===== config.mk =====
export PLATFORM = sky130hd
export DESIGN_NAME = fpa_mul
export DESIGN_NICKNAME = d
export VERILOG_FILES = /design/src/sv/fpa_mul.sv
export SDC_FILE = /design/constraint.sdc
export NUM_CORES = 2
export LEC_CHECK = 0
export BUFFER_PORTS_ARGS = -buffer_cell sky130_fd_sc_hd__buf_2
export CORE_MARGIN = 2
export CORE_UTILIZATION = 50
export CTS_CLUSTER_DIAMETER = 60
export DETAILED_ROUTE_END_ITERATION = 7
export HOLD_SLACK_MARGIN = 0.12
export PLACE_DENSITY = 0.65
export SETUP_SLACK_MARGIN = 0.5
export SLEW_MARGIN = 40
export SYNTH_ARGS = -nofsm -noshare
export SYNTH_HDL_FRONTEND = slang
export SYNTH_SLANG_ARGS = --single-unit

===== constraint.sdc =====
create_clock -name clk -period 11.95 [get_ports clk]
set_input_delay 0 -clock clk [delete_from_list [all_inputs] [get_ports clk]]
set_output_delay 0 -clock clk [all_outputs]
set_load 0.01 [all_outputs]

===== src/sv/fpa_mul.sv =====
// Pipelined unsigned multiplier for the ALU: 32x32 product cut into two
// 32x16 partial products, then summed and shifted. No dependencies.
module fpa_mul #(
    parameter int FRAC_BITS = 8,
    parameter int DEPTH     = 34
) (
    input  logic        clk,
    input  logic        en,
    input  logic [31:0] mag_a,
    input  logic [31:0] mag_b,
    output logic [31:0] prod
);
    logic [47:0] lo_reg;
    logic [47:0] hi_reg;
    logic [63:0] sum;
    logic [31:0] pipe_reg [DEPTH-1];

    assign sum = {16'd0, lo_reg} + {hi_reg, 16'd0};

    always_ff @(posedge clk)
    begin
        if (en)
        begin
            lo_reg      <= mag_a * mag_b[15:0];
            hi_reg      <= mag_a * mag_b[31:16];
            pipe_reg[0] <= sum[FRAC_BITS +: 32];
            for (int i = 1; i < DEPTH - 1; i++)
            begin
                pipe_reg[i] <= pipe_reg[i-1];
            end
        end
    end

    assign prod = pipe_reg[DEPTH-2];

endmodule


==> impl_metrics.tcl <==
set metrics [dict create \
    wl_per_cell_um 17.50 \
    cts_buffers 106 \
    cp_common_cell "fa_1" \
    yosys-top-cells-area "edfxtp_1 59%, fa_1 21%, inv_1 4.5%" \
    cts_tree "built" \
    r2r_slack_ns 8.44 \
    synth_edf_count 1112 \
    hold_class "input port to flip-flop" \
    htree_levels 3 \
    hp-start "mag_a[0]" \
    drv_cap 0 \
    fp.dieW_um 339.5 \
    core_area_sq_mm 0.1120 \
    drt-met1-wl_um 43280 \
    synth_seq_cells 1112 \
    cp_slowest_cell "buf_2" \
    status "finished clean" \
    syn_area_sq_mm 0.05627 \
    worstMarginPinSlew_ns 0.8345 \
    wl_met2_um 43340 \
    num_rows 123 \
    dp.final_hpwl_um 62550 \
    io_buffers 97 \
    cp_max_fo 32 \
    grt_max_degree 158 \
    grtUsageTotal 0.1705 \
    worstSetupPathType "input port to flip-flop" \
    top_layer_used "met5" \
    finalSetupViolCount 0 \
    dr.pass1.iters 5 \
    layout.nets 4708 \
    synth_commonest_cells "1,112 x edfxtp_1, 674 x inv_1, 584 x fa_1" \
    gr-total-overflow 0 \
    worstPathRequired_ns 12.37 \
    postCtsSetupBuffers 0 \
    dieArea_sq_mm 0.1152 \
    synth.distinct_cells 57 \
    cts.sinks 1112 \
    setup_tns_ns 0 \
    route.met3.wl_um 7006 \
    viasPerCell 5.002 \
    postCtsResizedCells 0 \
    critPathLaunchType "input port" \
    antenna_found_initial 19 \
    drv_slew 0 \
    async_flop_share 0 \
    hold_viol 0 \
    postRouteWirelength_um 96000 \
    timing.final.crit_share 0.5337 \
    dpl_worst_slack_ns 4.945 \
    drive_above_1_share 0.06910 \
    cts_buffer_depth 3 \
    avgSynthCellArea_sq_um 14.78 \
    cts.clk_slew.worst_paths_ns 0.06 \
    path_cells "buf_2, nand2_1, fa_1, inv_1, fa_1, inv_1, fa_1, inv_1, fa_1, fa_1, inv_1, fa_1, inv_1, ha_1, a21oi_1, o21ai_0, a21o_1, a221oi_1, a21boi_1, a41o_1, a211oi_1, o21ai_1, a31oi_1, xnor2_1" \
    gp_congestion 0.8240 \
    rsz0062_at_grt "no" \
    vias 27450 \
    synth_cells 3807 \
    max_stage_delay_ns 0.61 \
    layout_setup_ws_ns 5.572 \
    cts_hold_buf 3 \
    pin_count 98 \
    grt_pass1_vias 28410 \
    min_to "hi_reg[1]$_DFFE_PP_" \
    ant_nets 0 \
    grt_pass1_wl_um 153900 \
    worstReg2RegEnd "pipe_reg[0][30]$_DFFE_PP_" \
    r2r_start "lo_reg[16]$_DFFE_PP_" \
    drtIter0Drc 1813 \
    reg2regPathDepth 13 \
    yosys.area.top_type_share 0.5934 \
    relSlewSlack 0.4437 \
    largest_reg_flops 1056 \
    end_kind "flip-flop" \
    multi_input_area_sq_mm 0.01984 \
    yosysMostFrequentCell "edfxtp_1" \
    whs_path_depth 4 \
    regArea_sq_mm 0.03339 \
    synth_seq_area_share 0.5934 \
    die_h_um 339.5 \
    clk_latency_ns 0.67 \
    fillers 9083 \
    fmax_mhz 156.8 \
    drc_errors 0 \
    synth_warnings 0 \
    clock_skew_ns 0.04271 \
    cts_root_buffer "clkbuf_16" \
    fin_crit_ns 6.378 \
    area_growth_pct 9.902 \
    ys.flop_type "edfxtp_1" \
    crit_arrival_ns 6.80 \
    start_util 0.5022 \
    synth_nets 4619 \
    synth_top_cell_by_area "edfxtp_1" \
]
-- cells in the final DEF, fill, tap and decap left out, types with 4 or more instances in the layout --
| master | synthesis | layout |
|---|---|---|
| a211oi_1 | 7 | 7 |
| a21o_1 | 18 | 18 |
| a21oi_1 | 45 | 45 |
| and2_1 | 270 | 270 |
| buf_2 | 0 | 95 |
| buf_4 | 0 | 6 |
| buf_6 | 0 | 7 |
| bufinv_16 | 0 | 8 |
| clkbuf_1 | 136 | 11 |
| clkbuf_16 | 0 | 106 |
| clkinv_1 | 0 | 33 |
| clkinv_2 | 0 | 15 |
| clkinv_8 | 0 | 5 |
| clkinvlp_4 | 0 | 4 |
| diode_2 | 0 | 7 |
| edfxtp_1 | 1112 | 1112 |
| fa_1 | 584 | 584 |
| ha_1 | 162 | 162 |
| inv_1 | 674 | 674 |
| nand2_1 | 506 | 506 |
| nand2b_1 | 5 | 5 |
| nand3_1 | 9 | 9 |
| nand4_1 | 6 | 6 |
| nor2_1 | 47 | 47 |
| nor2b_1 | 9 | 9 |
| nor3_1 | 15 | 15 |
| o211ai_1 | 4 | 4 |
| o21a_1 | 14 | 14 |
| o21ai_0 | 16 | 16 |
| o21ai_1 | 9 | 9 |
| o21bai_1 | 8 | 8 |
| xnor2_1 | 83 | 83 |
| xor2_1 | 22 | 22 |
-- final cells by class --
class                   instances  area share
flip-flops and latches       1112      0.5400
multi-input cells            1885      0.3208
clock buffers                 117     0.04356
inverters                     674     0.04091
well taps                    1500     0.03035
repair buffers                117     0.01240
clock inverters                75     0.01176
diodes                          7   0.0002833
-- cell families after synthesis --
kind of cell | synth area share
flip-flops | 0.5934
AO/OA/AOI/OAI | 0.01948
AND/OR/NAND/NOR | 0.07291
XOR/XNOR | 0.01634
adder cells (fa/ha/maj) | 0.2438
buffers and inverters | 0.05403
-- through the flow --
| stage | std cells | util | hold WS, ns | area [sq um] |
|---|---|---|---|---|
| after floorplan | 3807 | - | 0.1125 | 56270 |
| after global placement | 5282 | 0.5200 | 0.4001 | 58260 |
| after detailed placement | 5284 | 0.5207 | 0.4045 | 58340 |
| after CTS | 5479 | 0.5515 | 0.1979 | 61790 |
| after global routing | 5483 | 0.5519 | 0.2498 | 61830 |
| final | 5487 | 0.5520 | 0.2446 | 61840 |
-- worst max path at each step --
stage	startpoint	to	cells after the start
finish	mag_a[7]	lo_reg[37]$_DFFE_PP_	24
global route	mag_a[13]	lo_reg[37]$_DFFE_PP_	24
CTS	mag_b[7]	lo_reg[37]$_DFFE_PP_	24
detailed placement	mag_b[7]	lo_reg[37]$_DFFE_PP_	24
global placement	mag_a[7]	lo_reg[37]$_DFFE_PP_	24
floorplan	mag_a[13]	lo_reg[32]$_DFFE_PP_	25
-- metal layers --
metal	GRT usage	vias up
met2	0.2613	677
met5	0	-
met1	0.2455	14090
li1	-	12490
met3	0.04077	179
met4	0.04932	16
-- worst max-delay path: cells and delay by family --
family          cells  cell delay [ns]
compound gates      9             2.30
fa+ha+maj           7             3.35
buf+inv             6             0.87
simple gates        1             0.18
xor+xnor            1             0.08
Power is left out: the tool's default activity adds up to more than one toggle a clock period on the data nets, which glitch-free logic cannot reach.
