$ cat src/sv/fpa_pkg.sv
// Package for the Q24.8 fixed-point ALU: operation codes and the word type
// that travels down the pipeline. No dependencies.
package fpa_pkg;

    localparam int WORD_W = 32;
    localparam int OP_W   = 4;

    typedef enum logic [OP_W-1:0] {
        OP_ADD  = 4'd0,
        OP_SUB  = 4'd1,
        OP_MUL  = 4'd2,
        OP_DIV  = 4'd3,
        OP_MIN  = 4'd4,
        OP_MAX  = 4'd5,
        OP_INC  = 4'd6,
        OP_DEC  = 4'd7,
        OP_FINT = 4'd8,
        OP_TINT = 4'd9
    } op_t;

    typedef struct packed {
        logic [OP_W-1:0]   op;
        logic [WORD_W-1:0] simple;
        logic              neg;
        logic              eq;
        logic              lt;
        logic              gt;
        logic              dz;
    } side_t;

endpackage

$ cat src/sv/fpa_front.sv
// Front stage of the Q24.8 ALU: compare flags, simple operations and operand
// magnitudes. Depends on fpa_pkg.
module fpa_front #(
    parameter int FRAC_BITS = 8
) (
    input  logic                        clk,
    input  logic                        rst_n,
    input  logic                        en,
    input  logic                        in_valid,
    input  logic [fpa_pkg::OP_W-1:0]    op,
    input  logic signed [31:0]          operand_a,
    input  logic signed [31:0]          operand_b,
    output logic                        out_valid,
    output fpa_pkg::side_t              side,
    output logic [31:0]                 mag_a,
    output logic [31:0]                 mag_b
);
    import fpa_pkg::*;

    side_t       side_next;
    logic        valid_reg;
    side_t       side_reg;
    logic [31:0] mag_a_reg;
    logic [31:0] mag_b_reg;

    always_comb
    begin
        side_next        = '0;
        side_next.op     = op;
        side_next.eq     = (operand_a == operand_b);
        side_next.lt     = (operand_a < operand_b);
        side_next.gt     = (operand_a > operand_b);
        side_next.neg    = operand_a[31] ^ operand_b[31];
        side_next.dz     = (op == OP_DIV) && (operand_b == '0);
        case (op)
            OP_ADD:  side_next.simple = operand_a + operand_b;
            OP_SUB:  side_next.simple = operand_a - operand_b;
            OP_MIN:  side_next.simple = side_next.lt ? operand_a : operand_b;
            OP_MAX:  side_next.simple = side_next.gt ? operand_a : operand_b;
            OP_INC:  side_next.simple = operand_a + 32'sd1;
            OP_DEC:  side_next.simple = operand_a - 32'sd1;
            OP_FINT: side_next.simple = operand_a <<< FRAC_BITS;
            OP_TINT: side_next.simple = operand_a >>> FRAC_BITS;
            default: side_next.simple = '0;
        endcase
    end

    always_ff @(posedge clk or negedge rst_n)
    begin
        if (!rst_n)
        begin
            valid_reg <= 1'b0;
        end
        else if (en)
        begin
            valid_reg <= in_valid;
        end
    end

    always_ff @(posedge clk)
    begin
        if (en)
        begin
            side_reg  <= side_next;
            mag_a_reg <= operand_a[31] ? 32'(-operand_a) : operand_a;
            mag_b_reg <= operand_b[31] ? 32'(-operand_b) : operand_b;
        end
    end

    assign out_valid = valid_reg;
    assign side      = side_reg;
    assign mag_a     = mag_a_reg;
    assign mag_b     = mag_b_reg;

endmodule

$ cat config.mk
export PLATFORM = sky130hd
export DESIGN_NAME = fpa_front
export DESIGN_NICKNAME = d
export VERILOG_FILES = /design/src/sv/fpa_pkg.sv /design/src/sv/fpa_front.sv
export SDC_FILE = /design/constraint.sdc
export NUM_CORES = 1
export LEC_CHECK = 0
export ABC_AREA = 1
export BUFFER_PORTS_ARGS = -buffer_cell sky130_fd_sc_hd__buf_4
export CAP_MARGIN = 20
export CORE_ASPECT_RATIO = 1.4
export CORE_UTILIZATION = 30
export DETAILED_ROUTE_END_ITERATION = 8
export PLACE_DENSITY = 0.49
export SLEW_MARGIN = 20
export SYNTH_ARGS = -nofsm -noshare
export SYNTH_HDL_FRONTEND = slang
export SYNTH_SLANG_ARGS = --single-unit
$ cat constraint.sdc
create_clock -name clk -period 0.8 [get_ports clk]
set_input_delay 0.04 -clock clk [delete_from_list [all_inputs] [get_ports clk]]
set_output_delay 0.04 -clock clk [all_outputs]
set_load 0.01 [all_outputs]
==> results of run 1 <==
-- metal layers --
layer,part of all wire (%),wire length (um),GRT usage (%)
met2,50,34200,62.6
met1,34,23500,36.2
met3,5.2,3560,4.29
met4,11,7540,33.0
met5,0.061,42,0
-- timing repair --
item / in CTS / in global routing
buffers inserted: 87 / 50
hold buffers: 14 / 0
pin swaps: 103 / 128
hold endpoints to repair: 13 / 0
cloned: 1 / 0
endpoints found under the setup margin: 201 / 201
resized for setup: 330 / 340
-- kinds of logic after synthesis --
logic type,share of synthesized area (%)
XOR/XNOR,5.29
AND/OR/NAND/NOR,35.9
AO/OA/AOI/OAI,14.2
flip-flops,28.6
adder cells (fa/ha/maj),7.69
buffers and inverters,8.14
multiplexers,0.101
-- through the flow --
stage,hold WS [ps],setup WS (ps)
after floorplan,-256,-1960
after global placement,-184,-3310
after detailed placement,-180,-3300
after CTS,14.0,-2210
after global routing,8.07,-2410
final,3.19,-2400
-- final timing paths --
kind / start / to / slack [ps] / cells past startpoint
max: operand_b[1] / side[24] / -2400 / 25
min: operand_b[16] / mag_b[16] / 3 / 3
max reg2reg: out_valid / out_valid / 30 / 1
min reg2reg: out_valid / out_valid / 560 / 1
max in group asynchronous: rst_n / out_valid / 210 / 3
min in group asynchronous: rst_n / out_valid / 490 / 3
-- layout by cell type (no fill, tap or decap), types with 29 or more instances in the layout --
cell / instances
a21oi_1: 52
nand4_1: 29
ha_4: 32
a21oi_2: 31
nand2_4: 33
nor2_1: 200
edfxtp_1: 105
buf_4: 633
nand2_1: 330
nand3_1: 115
inv_1: 154
o21ai_0: 65
nor2_4: 43
xor2_1: 37
nor2_2: 35
nand2_2: 58
buf_6: 203
-- critical path, stage by stage --
cell and delay (ps):
buf_8 100, clkinvlp_4 90, ha_4 140, inv_2 40, nor2_4 110, nand2_4 90, nor3_4 280, buf_6 180
buf_6 100, buf_12 90, xor2_4 170, nand2_1 90, nand2_2 140, ha_4 240, a21oi_4 150, o21a_1 150
nand2_2 70, buf_6 120, nand2_4 50, nand2_4 60, buf_4 150, nand2_2 70, nand2_4 60, o21ai_2 140
nand4_1 300
-- area by class of cell --
| cell class | count | area share (%) |
|---|---|---|
| flip-flops and latches | 106 | 14.7 |
| clock inverters | 6 | 0.277 |
| inverters | 193 | 3.67 |
| clock buffers | 10 | 1.06 |
| repair buffers | 870 | 34.8 |
| well taps | 467 | 2.69 |
| multi-input cells | 1344 | 42.8 |
-- power breakdown --
part / total [mW] / internal (mW) / switching (mW) / leakage [nW]
logic: 14.5 / 6.99 / 7.47 / 8.92
clock network: 4.81 / 2.21 / 2.60 / 0.143
registers: 7.16 / 6.84 / 0.325 / 1.03
==> metrics.md, run 1 <==
| Metric | Value |
|---|---|
| Status | `finished with violations` |
| Violated checks | `negative setup slack` |
| Setup crit end kind | `flop` |
| Final period utilization | `400%` |
| Max-slew headroom | `58.6%` |
| Worst EP required | `840 ps` |
| Clk_lat worst skew | `between 300 and 400 ps` |
| Die W | `165 um` |
| # clock sinks | `106` |
| Area after DPL | `17500 sq um` |
| Num CTS Buffers | `9` |
| Tot Pwr | `26.4 mW` |
| Max Cap Viol | `0` |
| Area of the multi-input gates | `9290 sq um` |
| Mapped Nets | `1818` |
| Largest net degree at the start of global routing | `42` |
| Dpl hpwl | `55.2 mm` |
| Worst Hold Class | `in2reg` |
| EDFF count, synth | `105` |
| Final WS setup | `-2400 ps` |
| CTS Buffer Depth | `2` |
| Least-Margin Pin Slew | `615 ps` |
| Initial antenna violation count | `1` |
| Setup violators final | `between 200 and 250` |
| Sequential area share after synthesis | `28.6%` |
| Setup TNS Final | `-121630 ps` |
| Clock root buffer master | `clkbuf_16` |
| CP max FO | `3` |
| Register area | `3180 sq um` |
| IO Count | `178` |
| Async S/R FF share, synth | `0.943%` |
| Port bufs | `177` |
| Die Y-Extent | `230 um` |
| Routed length per instance | `23.0 um` |
| F_max | `about 310 MHz` |
| Vias | `15.4k` |
| Mapped Area | `11100 sq um` |
| # rows | `83` |
| PwrDens | `1220 nW/um^2` |
| Final Util | `between 50% and 60%` |
| DRT Wirelength | `68.8 mm` |
| Startpoint Class | `input pin` |
| Final #Nets | `2663` |
| Fin area | `21700 sq um` |
| Non-Filler Instances | `about 3k` |
| Synth unique cells | `51` |
| Max reg flops | `41` |
| Min Tclk post-route | `about 3200 ps` |
| Detailed Route Iter0 Violations | `1079` |
| Clock-pin slew on the worst setup and hold paths | `around 90 ps` |
| Top-count cell post-synth | `nand2_1` |
| Post-synth top cells | `nand2_1, nor2_1, inv_1, nand3_1, o21ai_0` |
| Synth area leaders | `edfxtp_1, nand2_1, nor2_1` |
| Post-synth top area cell | `edfxtp_1` |
| Ant diodes | `0` |
| Synth top area share | `roughly 28%` |
| Lkg Pwr | `10.1 nW` |
| Ratio of cells with drive above 1 in the final layout | `just over 50%` |
| Starting Density | `30.4%` |
| CTS tree | `yes` |
| Clock Skew | `0 ps` |
| Final Hold Fails | `0` |
| Fin. max-slew vios | `0` |
| Core footprint | `36600 sq um` |
| Placed instance count | `2847` |
| Pre-Repair DR Iteration Count | `5` |
| Residual DRC count | `0` |
| Routed Antenna Nets | `0` |
| Worst EP arrival | `3240 ps` |
| Total track usage | `approximately 36%` |
| Total gr overflow | `0` |
| Kind of critical path | `in2reg` |
| Via density | `between 5 and 6` |
| Vias in the first global route | `15.2k` |
| Routability cong. | `1.02` |
| Die ar. | `37800 sq um` |
| VDD IR max | `1260 uV` |
| Synth Flop Type | `edfxtp_1` |
| CTS H-Tree Depth | `3` |
| Post-synthesis register bit count | `106` |
| Post-Syn Instances | `1679` |
| Avg Cell Area, Syn | `6.61 sq um` |
| Yosys warns | `0` |
| # fillers | `3395` |
| Unrepaired setup endpoints after global routing | `yes` |
| Global-route wire length before repair | `95.6 mm` |
| Area growth from synthesis to layout | `95.3%` |
(Power assumes the default switching activity.)
==> inputs of run 2 (changes only) <==
--- a/config.mk
+++ b/config.mk
@@ -9,9 +9,9 @@
 export BUFFER_PORTS_ARGS = -buffer_cell sky130_fd_sc_hd__buf_4
 export CAP_MARGIN = 20
 export CORE_ASPECT_RATIO = 1.4
-export CORE_UTILIZATION = 30
+export CORE_UTILIZATION = 41
 export DETAILED_ROUTE_END_ITERATION = 8
-export PLACE_DENSITY = 0.49
+export PLACE_DENSITY = 0.62
 export SLEW_MARGIN = 20
 export SYNTH_ARGS = -nofsm -noshare
 export SYNTH_HDL_FRONTEND = slang
==> metrics.md, run 2 <==
| Metric | Value |
|---|---|
| Async S/R FF share, synth | `0.943%` |
| Mapped Area | `11100 sq um` |
| Largest net degree at the start of global routing | `42` |
| Dpl hpwl | `51.3 mm` |
| Post-synth top cells | `nand2_1, nor2_1, inv_1, nand3_1, o21ai_0` |
| # rows | `70` |
| Synth top area share | `roughly 28%` |
| EDFF count, synth | `105` |
| Port bufs | `177` |
| Yosys warns | `0` |
| Synth area leaders | `edfxtp_1, nand2_1, nor2_1` |
| Post-Syn Instances | `between 1.5k and 2k` |
| # clock sinks | `106` |
| CTS H-Tree Depth | `3` |
| Total track usage | `51.1%` |
| Vias in the first global route | `16.8k` |
| Log Error | `[ERROR GRT-0116] Global routing finished with congestion. Check the congestion regions in the DRC Viewer.` |
| Place WS | `-2870 ps` |
| Mapped Nets | `1818` |
| IO Count | `178` |
| Top-count cell post-synth | `nand2_1` |
| Die Y-Extent | `between 150 and 200 um` |
| Post-synthesis register bit count | `106` |
| Die W | `141 um` |
| Status | `stopped before the end` |
| Total gr overflow | `1` |
| Avg Cell Area, Syn | `6.61 sq um` |
| Synth unique cells | `51` |
| CTS Buffer Depth | `2` |
| Placed instance count | `2710` |
| Synth Flop Type | `edfxtp_1` |
| Starting Density | `42.1%` |
| Routability cong. | `~1.1` |
| Clock root buffer master | `clkbuf_16` |
| Stopped at | `global routing` |
| Sequential area share after synthesis | `28.6%` |
| Global-route wire length before repair | `103 mm` |
| Num CTS Buffers | `9` |
| Post-synth top area cell | `edfxtp_1` |
==> run 2: layer usage <==
layer	overflow	GRT usage, %
met1	0	49.4
met2	1	81.3
met3	0	19.2
met4	0	53.4
met5	0	0
==> run 2: metrics by stage <==
stage	instance area, sq um	hold slack, ps	TNS, ps	util, %
floorplan	11600	-256	-85190	-
detailed placement	17200	-181	-147220	65.2
CTS	19500	25.8	-108970	74.1
global placement	17200	-184	-142910	65.2
==> run 2: cell families after synthesis <==
family | Yosys count | share of synthesized area, %
XOR/XNOR | 67 | 5.29
AND/OR/NAND/NOR | 923 | 35.9
adder cells (fa/ha/maj) | 67 | 7.69
buffers and inverters | 230 | 8.14
AO/OA/AOI/OAI | 285 | 14.2
multiplexers | 1 | 0.101
flip-flops | 106 | 28.6
==> run 2: repair_timing <==
action	CTS
setup endpoints to repair	202
gates resized for setup	368
pin swaps	145
gates cloned	2
hold buffers	12
endpoints found under the hold margin	11
buffers inserted	57
